## src/sv/sapc_ram.sv

```systemverilog
// Generic single-port RAM with registered read.
`default_nettype none
module sapc_ram #(
  parameter int unsigned WIDTH = 8,
  parameter int unsigned DEPTH = 16,
  localparam int unsigned AW = (DEPTH > 1) ? $clog2(DEPTH) : 1
) (
  input  wire logic             clk,
  input  wire logic             we,
  input  wire logic [AW-1:0]    addr,
  input  wire logic [WIDTH-1:0] wdata,
  output logic      [WIDTH-1:0] rdata
);

  logic [WIDTH-1:0] mem [DEPTH];

  // Write and read one entry per cycle
  always_ff @(posedge clk) begin
    if (we) begin
      mem[addr] <= wdata;
    end
    rdata <= mem[addr];
  end

endmodule
`default_nettype wire

```

## config.mk

```make
export PLATFORM = sky130hd
export DESIGN_NAME = sapc_ram
export DESIGN_NICKNAME = d
export VERILOG_FILES = /design/src/sv/sapc_ram.sv
export SDC_FILE = /design/constraint.sdc
export NUM_CORES = 1
export LEC_CHECK = 0
export BUFFER_PORTS_ARGS = -buffer_cell sky130_fd_sc_hd__clkbuf_2
export CELL_PAD_IN_SITES_DETAIL_PLACEMENT = 0
export CELL_PAD_IN_SITES_GLOBAL_PLACEMENT = 1
export CORE_MARGIN = 2
export CORE_UTILIZATION = 48
export DETAILED_ROUTE_END_ITERATION = 8
export PLACE_DENSITY_LB_ADDON = 0.2
export SETUP_SLACK_MARGIN = 0.4
export SYNTH_ARGS = -nofsm -noshare
export SYNTH_HDL_FRONTEND = slang
export SYNTH_SLANG_ARGS = --single-unit
```

## constraint.sdc

```tcl
create_clock -name clk -period 1.45 [get_ports clk]
set_input_delay 0.0725 -clock clk [delete_from_list [all_inputs] [get_ports clk]]
set_output_delay 0.0725 -clock clk [all_outputs]
set_load 0.03 [all_outputs]
```

Yosys cells after proc, flatten, opt, wreduce, memory -nomap -nowiden
Memory sizes are Yosys's and may differ from the RTL's. A register that Yosys moved wholly into a read port is not among the register bits.
Index checks and enable logic that the tools add are counted.
{"block": "word_totals", "elab_cells": 3, "n_memories": 1, "regBits": 0, "ramBits": 128, "inputBits": 14}
{"name": "mem", "depth": 16, "width": 8, "read_ports": 1, "rd_ports_with_merged_regs": 1, "wr": 1, "line": "15", "text": "logic [WIDTH-1:0] mem [DEPTH];"}
{"block": "classes", "mux": 2}
{"operator": "two-way mux 1 bit", "n": 2}

Longest topological paths before layout
{"block": "logic_depth", "depth_word": 2, "depth_mapped": 5}

Least setup slack after synthesis
Ideal clock, no wire load.
{"block": "synth_path", "path_type": "input-to-reg", "from": "input port addr[2]", "to": "memory mem[0][0], enable pin", "cell_stages": 2, "path_slack_ps": -116, "arrival_ps": 1182, "required_ps": 1067, "cell_sequence": "or3b_2 nor3_1"}
{"element": "start: declaration", "line": "10", "text": "input wire logic [AW-1:0] addr,"}
{"element": "end: declaration", "line": "15"}
No word-level cell before the write port.

==> results.ini <==
[synthesis]
netlist.area_leader.share=0.759
synth_fp_nets=244
synth_edf_count=128
synth_commonest_cells=edfxtp_1 (128), mux4_2 (32), a22oi_1 (16)
syn_area_um2=5070
synth_ff_type=edfxtp_1
ys_types=18
yosysSeqAreaShare=0.790
yosysWarnings=0
synth-seq-cells=136
syn_inst=230
synth_most_common_cell=edfxtp_1
synth_area_leaders=edfxtp_1 (76%), mux4_2 (14%), dfxtp_1 (3.2%)
async_flop_share=0
synth_top_cell_by_area=edfxtp_1
synth.avg_cell_area_um2=22.0

[global_routing]
use_met3=0.0529
grt_pass1_vias=2460
grt_overflow=0
grtUsageTotal=0.193
grt_max_degree=19
grt_pass1_wl_mm=15.0
grt-busiest-layer=met1
grt_util_met1=0.285
antenna_found_initial=0
grtUsageMet2=0.279

[power_and_ir_drop]
power_mw=9.07
power_density_nw_per_um2=1420
power_frac_clock=0.443
p_int_mw=7.17
p_seq_frac=0.489
vdd_drop_max_uv=622
swShare=0.210
pwr-share-comb=0.068
leakagePower_nw=2.10
p_switching_mw=1.91

[worst_setup_path]
setup.worst_path.start_class=flip-flop
slowest_delay_ns=0.45
endpoint_kind=flip-flop
path_cells=mux4_2, a22oi_1, nand2_1
timing.rr.start=mem[8][4]
critical_path.top_delay_family=multiplexers
r2r-end=rdata[4]
cp_max_fo=1
r2r_cells=3
path_class=flip-flop to flip-flop
critPathBufInv=0
cp.arrival_ns=1.68
cp_slowest_cell=mux4_2
worstPathRequired_ns=1.83
rrSetupSlack_ns=0.15

[clock_network]
root_buffer=clkbuf_8
h-tree-depth=4
postCtsHoldBufs=0
clock_latency_ns=0.51
clk_pin_slew_ns=0.06
post_cts_buffers=0
clockBufferDepth=2
cts_tree=built
numCtsBuffers=17
clock_sinks=136

[sta]
fin_tns_setup_ns=0
rsz0062_at_grt=true
min_period_ns=1.30
layout_worst_path_cycle_share=0.899
maxSlewViolCount=0
setup_viol=0
finClkSkew_ns=0.00793
worstMarginPinSlew_ns=0.830
max_freq_mhz=767
hold_viol=0
maxSlewHeadroom=0.446

[floorplanning]
core_um2=10300
initial_core_util=0.493
rows=37
ios=22
die_w_um=107
design.die.area_um2=11400
die_h_um=107

[min_path]
worstHoldPathType=primary input to flip-flop
min_from=wdata[0]
hold-path-cell-count=1
hold_end=mem[6][0]

[cells_and_area]
utilization=0.623
multi_input_area_um2=1210
fin_nets=293
final_cells=428
fillers=695
register_area_um2=4010
drive_gt1_frac=0.476
diodes=0
design_area_um2=6400
synthToLayoutAreaGrowth_pct=26.3

[detailed_routing]
vias=2377
route.detailed.drc=0
wirelength_mm=9.90
wl_per_cell_um=23.1
drtAntennaViolNets=0
drt_iter0_drc=170
drt-pass1-iter-count=4
viasPerCell=5.55

[status]
status=complete, no violations

[flow_run]
cap_violations=0

[place]
numPortBuffers=21
post-dp-hpwl_mm=6.45
dp.cells=396
gp_congestion=0.761
placed_cell_area_um2=5710

final cells by class:
type / count / area share
clock buffer: 20 / 0.0680
clock inverter: 12 / 0.0199
multi-input combinational: 83 / 0.189
sequential: 136 / 0.627
tap: 136 / 0.0266
timing repair buffer: 41 / 0.0698
worst register-to-register path, delay by kind of cell (launching register included):
family / cells / cell delay [ns]
flip-flops: 1 / 0.37
multiplexers: 1 / 0.45
AND/OR/NAND/NOR: 1 / 0.10
AO/OA/AOI/OAI: 1 / 0.25
sequential cells by signal, summed over array words and instances, names as in the netlist:
name / flops
mem: 128
rdata: 8
cell usage in the layout, fill, tap and decap left out, types with 2 or more instances in the layout:
cell type and n:
buf_8 7, clkinv_2 5, mux4_2 32, bufinv_16 2, clkbuf_2 12, edfxtp_1 128
a22oi_1 7, nor2b_1 2, dfxtp_2 7, clkbuf_16 16, clkinv_4 3, clkbuf_8 3
nand2_1 8, nand2b_4 2, clkbuf_1 2, buf_4 11, nor2_4 12, a22oi_2 9
nand3b_1 2, nor3_4 4, buf_12 9
power groups by stage:
stage | combinational, mW | sequential [mW] | clock [mW]
after floorplan | 0.283 | 4.55 | 0
after global placement | 0.557 | 4.50 | 0
after detailed placement | 0.562 | 4.50 | 0
after CTS | 0.614 | 4.43 | 4.09
after global routing | 0.660 | 4.44 | 4.25
final | 0.618 | 4.44 | 4.02
kinds of logic after synthesis:
kind of cell,share of synthesized area
flops,0.790
simple gates,0.0321
mux,0.142
compound gates,0.0237
buf+inv,0.0119
through the flow:
step | hold WS [ns] | setup WS (ns)
global route | 0.0481 | 0.107
floorplan | 0.171 | 0.244
CTS | 0.0282 | 0.141
global placement | 0.517 | -0.183
finish | 0.0452 | 0.147
detailed placement | 0.519 | -0.196
layer usage:
metal  wire length (um)  vias to the layer above
met5                  0                        -
met1               4290                     1222
met4                 79                        0
met3                738                        7
met2               4790                       88
li1                   -                     1060
worst max-delay path by stage:
stage | slack [ns] | from | cells past startpoint | to
final | 0.15 | mem[8][4] | 3 | rdata[4]
after global routing | 0.11 | mem[11][3] | 3 | rdata[3]
after global placement | -0.18 | addr[0] | 6 | rdata[3]
after floorplan | 0.24 | addr[2] | 2 | mem[0][0]
after CTS | 0.14 | mem[9][3] | 3 | rdata[3]
after detailed placement | -0.20 | addr[0] | 6 | rdata[3]
repair_timing:
item,CTS,global route
endpoints found under the setup margin,16,16
pin swaps,2,2
gates resized for setup,30,9
(Power assumes the default switching activity.)
