[config.mk]
export PLATFORM = sky130hd
export DESIGN_NAME = sapc_hash
export DESIGN_NICKNAME = d
export VERILOG_FILES = /design/src/sv/sapc_pkg.sv /design/src/sv/sapc_hash.sv
export SDC_FILE = /design/constraint.sdc
export NUM_CORES = 1
export LEC_CHECK = 0
export ABC_AREA = 1
export BUFFER_PORTS_ARGS = -buffer_cell sky130_fd_sc_hd__buf_4
export CORE_ASPECT_RATIO = 1.75
export CORE_MARGIN = 4
export CORE_UTILIZATION = 30
export DETAILED_ROUTE_END_ITERATION = 16
export HOLD_SLACK_MARGIN = 0.02
export PLACE_DENSITY_LB_ADDON = 0.08
export SLEW_MARGIN = 20
export SYNTH_ARGS = -nofsm -noshare
export SYNTH_HDL_FRONTEND = slang
export SYNTH_SLANG_ARGS = --single-unit
[constraint.sdc]
create_clock -name clk -period 6.92 [get_ports clk]
set_input_delay 0.346 -clock clk [delete_from_list [all_inputs] [get_ports clk]]
set_output_delay 0.346 -clock clk [all_outputs]
set_load 0.01 [all_outputs]
[src/sv/sapc_pkg.sv]
// Shared types, constants and helpers of the page cache tag engine.
`default_nettype none
package sapc_pkg;

  localparam int unsigned WAYS = 16;
  localparam int unsigned WAY_BITS = 4;
  localparam int unsigned GROUP_COUNT_DEF = 1024;
  localparam int unsigned SLOT_BITS = 14;
  localparam logic [4:0] FD_BITS_RESET = 5'd10;
  localparam logic [31:0] HASH_SEED = 32'h0D15EA5E;
  localparam logic [31:0] CRC_POLY = 32'h82F63B78;
  localparam logic [7:0] USE_MAX = 8'd254;
  localparam logic [15:0] REF_MAX = 16'hFFFF;

  typedef enum logic [2:0] {
    MODE_ACQUIRE = 3'd0,
    MODE_RETAIN  = 3'd1,
    MODE_RELEASE = 3'd2,
    MODE_FILL    = 3'd3,
    MODE_CLOSE   = 3'd4
  } mode_t;

  typedef enum logic [2:0] {
    ST_HIT_VALID   = 3'd0,
    ST_HIT_PENDING = 3'd1,
    ST_MISS_ALLOC  = 3'd2,
    ST_RETRY       = 3'd3,
    ST_DONE        = 3'd4,
    ST_BAD         = 3'd5
  } status_t;

  typedef struct packed {
    logic [31:0] tag;
    logic [7:0]  use_cnt;
    logic [15:0] ref_cnt;
  } way_t;

  typedef struct packed {
    logic [WAYS-1:0]        valid;
    way_t [WAYS-1:0]        ways;
  } row_t;

  localparam int unsigned ROW_BITS = $bits(row_t);

  // Advance the reflected CRC by eight bit steps.
  function automatic logic [31:0] crc_byte(input logic [31:0] c_in);
    logic [31:0] c;
    c = c_in;
    for (int b = 0; b < 8; b++) begin
      c = (c >> 1) ^ (CRC_POLY & {32{c[0]}});
    end
    return c;
  endfunction

endpackage
`default_nettype wire

[src/sv/sapc_hash.sv]
// Group index unit: CRC32C of the tag a byte per cycle, then remainder by group count.
`default_nettype none
module sapc_hash #(
  parameter int unsigned GROUP_COUNT = sapc_pkg::GROUP_COUNT_DEF,
  localparam int unsigned GW = (GROUP_COUNT > 1) ? $clog2(GROUP_COUNT) : 1
) (
  input  wire logic          clk,
  input  wire logic          rst,
  input  wire logic          start,
  input  wire logic [31:0]   tag,
  output logic               done,
  output logic [GW-1:0]      group
);

  localparam bit IS_POW2 = ((GROUP_COUNT & (GROUP_COUNT - 1)) == 0);
  localparam logic [GW-1:0] GMASK = GW'(GROUP_COUNT - 1);
  localparam logic [31:0] GDIV = 32'(GROUP_COUNT);
  localparam logic [31:0] RECIP = 32'((64'd1 << 32) / GROUP_COUNT);

  typedef enum logic [3:0] {
    H_IDLE = 4'b0001,
    H_CRC  = 4'b0010,
    H_MUL  = 4'b0100,
    H_MOD  = 4'b1000
  } hstate_t;

  // Seed the CRC with the tag
  function automatic logic [31:0] HASH_SEED_X(input logic [31:0] t);
    return sapc_pkg::HASH_SEED ^ t;
  endfunction

  hstate_t     state;
  logic [31:0] crc;
  logic [4:0]  cnt;
  logic [31:0] quot;
  logic [63:0] prod;
  logic [31:0] mod_diff;
  logic [31:0] crc_step;

  assign crc_step = sapc_pkg::crc_byte(crc);

  // Estimate the quotient by the reciprocal; it falls short by at most one
  always_comb begin
    prod     = {32'd0, crc} * {32'd0, RECIP};
    mod_diff = crc - 32'(quot * GDIV);
    if (mod_diff >= GDIV) begin
      mod_diff = mod_diff - GDIV;
    end
  end

  always_ff @(posedge clk) begin
    if (rst) begin
      state <= H_IDLE;
      done  <= 1'b0;
      cnt   <= '0;
    end else begin
      done <= 1'b0;
      unique case (state)
        H_IDLE: begin
          if (start) begin
            crc   <= HASH_SEED_X(tag);
            cnt   <= '0;
            state <= H_CRC;
          end
        end
        H_CRC: begin
          crc <= crc_step;
          cnt <= cnt + 5'd1;
          if (cnt == 5'd3) begin
            cnt <= '0;
            if (IS_POW2) begin
              group <= crc_step[GW-1:0] & GMASK;
              done  <= 1'b1;
              state <= H_IDLE;
            end else begin
              state <= H_MUL;
            end
          end
        end
        H_MUL: begin
          quot  <= prod[63:32];
          state <= H_MOD;
        end
        H_MOD: begin
          group <= mod_diff[GW-1:0];
          done  <= 1'b1;
          state <= H_IDLE;
        end
        default: state <= H_IDLE;
      endcase
    end
  end

endmodule
`default_nettype wire

### Word level (Yosys, flattened, before mapping)

Cells that the tools add are included.

* register bits: 74
* latch bits: 0
* RAM bits: 0
* memory bits (read-only): 0
* bits of input ports: 35
* output and inout bits: 11
* word-level logic and storage cells: 47
* memories kept: 0

* $add $sub $neg: 3
* multiply operators: 0
* div/mod/pow operators: 0
* magnitude comparators: 1
* eq/ne operators: 7
* shifts and indexed selects: 0
* mux-type cells: 13
* bitwise gates (word level): 10
* reductions and logical operators: 7

Operators by type and width (count)
* $xor 31x32->32: 8
* $pmux 32 s2: 1
* $ge 32x11->1 const B: 1
* $mux 32: 1
* $sub 32x32->32: 1
* $mux 10: 2
* $pmux 10 s2: 1
* $not 16->16: 1
* $pmux 4 s3: 1
* $mux 5: 2
* $pmux 5 s2: 1
* $sub 10x1->10 const B: 1
* $mux 4: 2
* $reduce_and 2->1: 3
* $reduce_and 3->1: 2
* $add 5x1->5 const B: 1
* $eq 5x2->1 const B: 1
* $eq 4x1->1 const B: 1
* $eq 4x2->1 const B: 1
* $eq 4x3->1 const B: 1
* $eq 4x4->1 const B: 1
* $ne 2x2->1 const B: 2
* $reduce_bool 2->1: 2
* $pmux 1 s2: 1
* 2 further kinds: 2

### Depth between registers and ports, before layout

* depth in word-level cells: 10
* mapped depth: 14
* mapped depth without buffers: 13

### Worst setup path before layout

Ideal clock, no wire load.

* path kind: register to register
* start point: register state[0]
* end point: register crc[0] (enable)
* library setup time: 0.421 ns
* arrival time: 2.051 ns
* required time: 6.499 ns
* path slack: 4.448 ns
* cell stages (with the launch flop): 6
* path buffers: 0
* clock period less this slack: 2.472 ns
* path through: dfxtp_1 > inv_1 > nand2_1 > nand2_1 > inv_1 > nor2_1

* longest elaborated chain between the ends: 3
* elaborated cells on any way between the ends: 5
* those cells by class: eq/ne: 3; reduce/logical: 2

RTL lines
* start, declared: RTL line sapc_hash.sv:32 `hstate_t state;`
* start signal, assigned: RTL line sapc_hash.sv:53 `state <= H_IDLE;`
* start signal, assigned: RTL line sapc_hash.sv:63 `state <= H_CRC;`
* start signal, assigned: RTL line sapc_hash.sv:74 `state <= H_IDLE;`
* $eq 4x1->1 or $eq 4x2->1 (tied branches): RTL line sapc_hash.sv:58 `unique case (state)`
* $ne 2x2->1 (no line) or $reduce_bool 2->1 (tied branches)
* $reduce_and 3->1 (no line) (*)
* end signal, assigned: RTL line sapc_hash.sv:61 `crc <= HASH_SEED_X(tag);`
* end signal, assigned: RTL line sapc_hash.sv:67 `crc <= crc_step;`
* end, declared: RTL line sapc_hash.sv:33 `logic [31:0] crc;`

Mark *: on every way between the ends. The rest lies on a longest branch, timed or not.
A chain may end at the register's enable or synchronous reset.

### Final worst setup path

* start point: register crc[2]
* end point: register crc[4], data pin

* longest elaborated chain between the ends: 9

RTL lines
* $xor 31x32->32 (8 in a row): RTL line sapc_pkg.sv:50 `c = (c >> 1) ^ (CRC_POLY & {32{c[0]}});`
* via crc_step[4]: RTL line sapc_hash.sv:38 `logic [31:0] crc_step;`
* $pmux 32 s2: RTL line sapc_hash.sv:58

The timed path passes the listed nets, and every way through them passes these cells.

==> impl_metrics.py <==
metrics = {
    "outcome": {
        "status": "finished, final reports clean",
    },
    "die": {
        "core_region_area_sq_mm": 0.01110,
        "dieWidth_um": 88.52,
        "ios": 46,
        "start_util_pct": 30.65,
        "die_y_um": 148.9,
        "num_rows": 51,
        "die_area_sq_mm": 0.01318,
    },
    "synthesis": {
        "postSynthAreaPerCell_sq_um": 8.122,
        "synth_cell_types": 35,
        "async_reset_ff_share_pct": 0,
        "ys_ff_latch": 50,
        "yosysTopAreaCellShare_pct": 37.06,
        "synth_most_common_cell": "nand2_1",
        "synth.cell_area_sq_mm": 0.003403,
        "yosysWarnings": 0,
        "postSynthCellCount": 419,
        "synth_edf_count": 42,
        "synthTopCellsByArea": "edfxtp_1, nand2_1, xor2_1",
        "syn_nets": 455,
        "ys_seq_area_share_pct": 41.76,
        "yosysTopAreaCell": "edfxtp_1",
        "synth_common_cells": "nand2_1, edfxtp_1, inv_1, nand3_1, xor2_1",
        "synth_ff_type": "edfxtp_1",
    },
    "critical_path": {
        "cp_num_buf_inv": 1,
        "path_cells": "nand2_1 -> nand2_2 -> nand2_1 -> nand2_2 -> inv_1 -> nand2_2 -> nand2_2 -> nand2_1 -> nand2_2 -> nand2_1 -> nand2_1",
        "crit_fanout": 16,
        "end_kind": "flop",
        "path_class": "reg2reg",
        "r2r-start": "crc[2]$_DFFE_PP_",
        "arrival_ns": 2.46,
        "cp_slowest_stage_delay_ns": 0.93,
        "cp_slowest_cell": "edfxtp_1",
        "critPathLaunchType": "flop",
        "worstPathRequired_ns": 6.97,
        "crit_path_start": "crc[2]$_DFFE_PP_",
        "critical_path.top_delay_family": "simple AND/OR/NAND/NOR gates",
    },
    "placed_design": {
        "gp_congestion": 0.8232,
        "port_buffers": 45,
        "pre_cts_slack_ns": 4.474,
        "hpwl_mm": 7.096,
        "placed_cell_area_sq_mm": 0.003834,
    },
    "final_layout": {
        "seq_area_sq_mm": 0.001421,
        "syn_to_final_growth_pct": 17.54,
        "final_nets": 496,
        "fin_util_pct": 36.03,
        "final_area_sq_mm": 0.004000,
        "drive_gt1_share_pct": 22.13,
        "multi_input_area_sq_mm": 0.001745,
        "antennaDiodeCount": 0,
        "nFillCells": 1175,
    },
    "clock_tree": {
        "cts-root-buf": "clkbuf_16",
        "postCtsResizedCells": 0,
        "cts_setup_buffers": 0,
        "holdBufCountCts": 0,
        "cts.clk_slew.worst_paths_ns": 0.07,
        "cts_tree": "yes",
        "clock_latency_ns": 0.29,
        "ctsHtreeMaxLevel": 2,
        "clkSinkCount": 50,
        "cts_buffers": 5,
        "cts.path.max_buffers": 2,
    },
    "route": {
        "ant_nets": 0,
        "dr.pass1.iters": 4,
        "viasPerCell": 4.590,
        "vias": 2722,
        "totalWireLength_mm": 9.256,
        "route.detailed.drc": 0,
        "wire_per_inst_um": 15.61,
        "drt_iter0_drc": 138,
    },
    "power": {
        "comb_power_share_pct": 22.3,
        "power_switching_share_pct": 28.51,
        "power_frac_clock_pct": 33.5,
        "worst_ir_drop_vdd_v": 0.0001100,
        "p_leak_nw": 1.803,
        "switching_power_uw": 231.8,
        "p_seq_share_pct": 44.2,
        "intPower_uw": 581.4,
        "cellPowerDensity_mw_per_mm2": 203.3,
    },
    "timing": {
        "fin_crit_sh_pct": 34.90,
        "slew_viol_final": 0,
        "finClkSkew_ns": 0.005629,
        "setup_viol": 0,
        "slew_headroom_pct": 39.64,
        "rsz0062_at_grt": "no",
        "max_freq_mhz": 414.0,
        "setup_tns_ns": 0,
        "worstMarginPinSlew_ns": 0.9053,
        "fin_ws_ns": 4.505,
        "final_hold_viol_count": 0,
        "period_minus_slack_ns": 2.415,
    },
    "global_route": {
        "grt_max_degree": 33,
        "grt_pass1_vias": 2741,
        "antenna_found_initial": 0,
        "grt_overflow": 0,
        "grt_pass1_wl_mm": 14.85,
        "grtUsageTotal_pct": 15.22,
    },
    "hold_path": {
        "hold_class": "in2reg",
        "worstHoldStart": "rst",
    },
    "flow_run": {
        "cap_violations": 0,
    },
}
==> kinds of logic (layout without fill, tap and decap cells) <==
logic type	count (synthesis)	after routing	synth area share [%]
adder cells (fa/ha/maj)	1	1	0.3676
flip-flops	50	50	41.76
AO/OA/AOI/OAI	23	23	3.971
buffers and inverters	48	90	7.169
AND/OR/NAND/NOR	247	247	32.87
XOR/XNOR	50	50	13.86
==> path summary, 6_finish.rpt <==
path | to | slack (ns) | cells past startpoint
hold reg to reg | cnt[4]$_SDFFE_PP0N_ | 0.45 | 1
setup / recovery | crc[4]$_DFFE_PP_ | 4.50 | 11
setup reg to reg | crc[4]$_DFFE_PP_ | 4.50 | 11
hold / removal | cnt[3]$_SDFFE_PP0N_ | 0.31 | 2
==> sequential cells by signal (all words and copies together) (netlist names) <==
register	count
group	10
done	1
crc	32
state	2
cnt	5
==> layout make-up <==
cell class	instances	share of cell area [%]
Sequential cell	50	35.53
Tap cell	132	4.129
Inverter	33	3.347
Clock buffer	8	4.160
Multi-Input combinational cell	321	43.63
Timing Repair Buffer	49	9.196
==> per-stage QoR <==
step | total power [mW] | std cells | hold WS [ns]
4_1_cts | 0.8295 | 593 | 0.3004
6_report | 0.8132 | 593 | 0.3052
3_5_place_dp | 0.5509 | 585 | 0.4411
2_1_floorplan | 0.4984 | 419 | 0.4198
3_3_place_gp | 0.5504 | 585 | 0.4319
5_1_grt | 0.8626 | 593 | 0.3137
==> worst register-to-register path, cell delays in order (launching register included) <==
cell      delay [ns]
edfxtp_1        0.93
nand2_1         0.16
nand2_2         0.14
nand2_1         0.07
nand2_2         0.29
inv_1           0.18
nand2_2         0.13
nand2_2         0.05
nand2_1         0.06
nand2_2         0.05
nand2_1         0.05
nand2_1         0.05
==> layout by cell type (no fill, tap or decap) <==
cell,count
or2_2,9
nand3_1,29
nor3_2,1
inv_8,1
edfxtp_1,42
inv_1,29
clkbuf_8,3
nand2_1,164
dfxtp_1,8
nand2_2,18
xnor2_4,1
o211ai_1,1
clkbuf_16,5
xnor2_1,20
or2_1,3
nand3b_1,2
and2_1,5
xor2_1,27
o221ai_1,2
a31oi_1,1
xor2_2,1
nor3_1,1
ha_1,1
o21ai_0,11
inv_4,1
nor2_2,2
xnor2_2,1
nand2_4,4
a311oi_1,1
a21oi_1,5
nand3_2,4
inv_2,2
nor2_1,5
a211oi_1,2
buf_4,49
==> power by group through the flow <==
| stage | registers, mW | clock network, mW | logic, mW |
|---|---|---|---|
| floorplan | 0.356 | 0 | 0.142 |
| global placement | 0.366 | 0 | 0.184 |
| detailed placement | 0.367 | 0 | 0.184 |
| CTS | 0.360 | 0.285 | 0.185 |
| global route | 0.361 | 0.295 | 0.207 |
| finish | 0.359 | 0.273 | 0.181 |
==> routing by layer <==
metal	GRT usage (%)	share of wire, %	up-vias	wire, um
li1	-	-	1409	-
met3	2.101	2.9	10	270
met4	5.219	2.0	0	186
met2	27.96	56	50	5216
met1	17.51	39	1253	3582
met5	0	0	-	0
(Power assumes the default switching activity.)
